===== config.mk =====
export PLATFORM = sky130hd
export DESIGN_NAME = scfl_ram
export DESIGN_NICKNAME = d
export VERILOG_FILES = /design/src/rtl/scfl_ram.sv
export SDC_FILE = /design/constraint.sdc
export NUM_CORES = 1
export LEC_CHECK = 0
export ABC_CLOCK_PERIOD_IN_PS = 2540
export BUFFER_PORTS_ARGS = -buffer_cell sky130_fd_sc_hd__buf_2
export CAP_MARGIN = 40
export CORE_AREA = 2 2 100 102
export DETAILED_ROUTE_END_ITERATION = 8
export DIE_AREA = 0 0 102 104
export PLACE_DENSITY_LB_ADDON = 0.2
export SLEW_MARGIN = 20
export SYNTH_ARGS = -nofsm -noshare
export SYNTH_HDL_FRONTEND = slang
export SYNTH_SLANG_ARGS = --single-unit
export TNS_END_PERCENT = 20

===== constraint.sdc =====
create_clock -name clk -period 2.54 [get_ports clk]
set_input_delay 0.254 -clock clk [delete_from_list [all_inputs] [get_ports clk]]
set_output_delay 0.254 -clock clk [all_outputs]
set_load 0.01 [all_outputs]

===== src/rtl/scfl_ram.sv =====
// generic single-write, single-read ram with registered read data
`timescale 1ns / 1ps
module scfl_ram #(
  parameter int WIDTH = 8,
  parameter int DEPTH = 16
) (
  input  logic                     clk,
  input  logic                     wr_en,
  input  logic [$clog2(DEPTH)-1:0] wr_addr,
  input  logic [WIDTH-1:0]         wr_data,
  input  logic [$clog2(DEPTH)-1:0] rd_addr,
  output logic [WIDTH-1:0]         rd_data
);

  logic [WIDTH-1:0] mem [DEPTH];

  always_ff @(posedge clk) begin
    if (wr_en) begin
      mem[wr_addr] <= wr_data;
    end
    rd_data <= mem[rd_addr];
  end

endmodule


==> results.md <==
- Outcome: finished clean
- Initial antenna violation count: 0
- Mapped Nets: 247
- Nets@finish: 298
- Root buffer cell: clkbuf_8
- RSZ-0062 raised after global routing: false
- Library cells used by synthesis: 19
- CTS resizes: 0
- CP top delay family: multiplexers
- Clock Latency Late Sink: 520 ps
- Post-Syn Instances: 229
- EDFF count, synth: 128
- HPWL Detailed: 6.11 mm
- Layout cell share with drive strength beyond 1: 31.4%
- Flop-to-flop setup slack: 1150 ps
- CP Launch Type: flop
- Final setup violation count: 0
- DR iter-0 viols: 165
- Ys flop type: edfxtp_1
- Vias in the first global route: 2529
- Die area: 0.0106 mm²
- WL final: 9.47 mm
- First-pass GRT wire length: 14.7 mm
- Hold buffers post-CTS: 0
- Maximum fanout along the worst path: 1
- Mean Syn Cell Area: 22.5 µm²
- Fin area: 0.00608 mm²
- Setup TNS: 0 ps
- Port buffer count: 25
- Core Region: 0.00955 mm²
- Worst Path Buf+Inv: 0
- Area growth from synthesis to layout: 18.2%
- Pwr/cell area: 837 mW/mm²
- Final Max Slew Viols: 0
- Launching point of the worst reg2reg path: mem[3][4]$_DFFE_PP_
- Post-place setup slack: 611 ps
- Post-synth top area share: 74.7%
- Fillers: 664
- Starting Density: 53.9%
- CP Capture Type: flop
- Die Span X: 102 µm
- Sink Count: 136
- Antenna-violating nets left: 0
- DR vias: 2408
- Slew headroom: 46.0%
- Worst EP arrival: 1790 ps
- Cell Chain, Critical Path: mux4_2 -> a22oi_1 -> nand2_1
- Drt first pass iters: 4
- Fin. Hold Viols: 0
- Htree depth: 4
- TritonCTS buffer count: 17
- Synth async-reset ratio: 0%
- Count leader, synth: edfxtp_1
- Max-cap violations: 0
- CTS tree: yes
- Skew final: 7.29 ps
- Crit. Startpoint: mem[3][4]$_DFFE_PP_
- Dpl cells: 394
- Max incr delay on CP: 470 ps
- Fin util: 63.7%
- Routability cong.: 0.746
- Crit path to: rd_data[4]$_DFF_P_
- DP Area: 0.00551 mm²
- Fmax: 0.717 GHz
- Synth top cells by count: edfxtp_1, mux4_2, a22oi_1
- Final non-filler cell total: 426
- Final worst slack: 1150 ps
- Drc violations: 0
- Worst R2R Path Depth: 3
- Top post-synthesis cells by area: edfxtp_1, mux4_2, mux4_1, dfxtp_1, a22oi_1
- Clock-pin slew on the worst setup and hold paths: 60 ps
- DR WL/cell: 22.2 µm
- Worst min path class: in -> reg
- YS warnings: 0
- Io pins: 26
- Critical path type: reg -> reg
- Tcrit/Tclk final: 54.9%
- Netlist Area Pre-Place: 0.00515 mm²
- FP Rows: 36
- GRT Overall Usage: 19.8%
- CP Data Required Time: 2940 ps
- Die height: 104 µm
- Tmin final: 1390 ps
- Count of state elements after synthesis: 136
- Pin count of the biggest net entering global routing: 18
- Area leader, netlist: edfxtp_1
- P_leak: 2.06 nW
- VDD IR max: 0.499 mV
- Post-CTS setup repair buffer count: 0
- Crit path depth: 3
- Number of diodes: 0
- GRT overflow: 0
- Sequential fraction of the synthesis area: 77.8%
- CTS max path bufs: 2
- R2r endpoint: rd_data[4]$_DFF_P_
- Via density: 5.65
- Worst-Margin Slew: 807 ps
- CP max stage cell: mux4_2
[routing by layer]
layer / track usage, % / vias to the layer above / share of wire, %
met5: 0 / - / 0
met4: 6.57 / 0 / 1.3
met3: 4.70 / 12 / 6.0
met2: 29.7 / 79 / 49
met1: 29.0 / 1244 / 44
li1: - / 1073 / -
[worst reg2reg max path, stage by stage, from the launching register on]
cell	delay, ps
edfxtp_1	360
mux4_2	470
a22oi_1	360
nand2_1	100
[cell families (layout without fill, tap and decap cells)]
logic type	count (synthesis)	after routing	share of synthesized area [%]
buf+inv	10	74	1.68
flops	136	136	77.8
mux	32	32	15.0
compound gates	16	16	2.33
simple gates	35	35	3.18
[power by group]
group          internal [mW]  switching, mW
sequential              2.51         0.0149
clock                   1.42          0.909
combinational          0.100          0.134
total                   4.03           1.06
[final cells by class]
| type | count | area [µm²] | area share (%) |
|---|---|---|---|
| Tap cell | 133 | 166 | 2.73 |
| Multi-Input combinational cell | 83 | 1060 | 17.4 |
| Timing Repair Buffer | 42 | 278 | 4.57 |
| Clock inverter | 14 | 151 | 2.49 |
| Clock buffer | 18 | 428 | 7.03 |
| Sequential cell | 136 | 4000 | 65.8 |
[flip-flops by register name, summed over array words and instances (netlist names)]
| name | flops |
|---|---|
| rd_data | 8 |
| mem | 128 |
[through the flow]
step,hold slack (ps),power [mW]
6_report,125,5.09
5_1_grt,129,5.25
4_1_cts,111,5.12
3_5_place_dp,646,2.81
3_3_place_gp,640,2.80
2_1_floorplan,353,2.70
[cells in the final DEF (no fill, tap or decap)]
cell	Yosys	layout
a22oi_1	16	16
and2_1	1	1
and2b_1	1	1
buf_12	0	2
buf_2	3	25
buf_4	1	15
bufinv_16	0	2
clkbuf_16	0	16
clkbuf_8	0	2
clkinv_1	0	1
clkinv_2	0	1
clkinv_4	0	5
clkinvlp_4	0	4
dfxtp_1	8	8
edfxtp_1	128	128
inv_6	0	1
mux4_1	14	14
mux4_2	18	18
nand2_1	9	9
nand2b_1	2	2
nand3_1	1	1
nand3b_1	2	2
nor2_1	13	13
nor2b_1	1	1
nor3_1	4	4
or3b_2	1	1
[worst min path at each step]
stage                              start                   to  slack [ps]  cells after the start
floorplan                     wr_data[0]  mem[0][0]$_DFFE_PP_         350                      0
global placement    mem[12][4]$_DFFE_PP_   rd_data[4]$_DFF_P_         640                      3
detailed placement    rd_data[4]$_DFF_P_           rd_data[4]         650                      1
CTS                           wr_data[7]  mem[8][7]$_DFFE_PP_         110                      1
global route                  wr_data[5]  mem[3][5]$_DFFE_PP_         130                      1
finish                        wr_data[7]  mem[8][7]$_DFFE_PP_         120                      1
(Power assumes the default switching activity.)
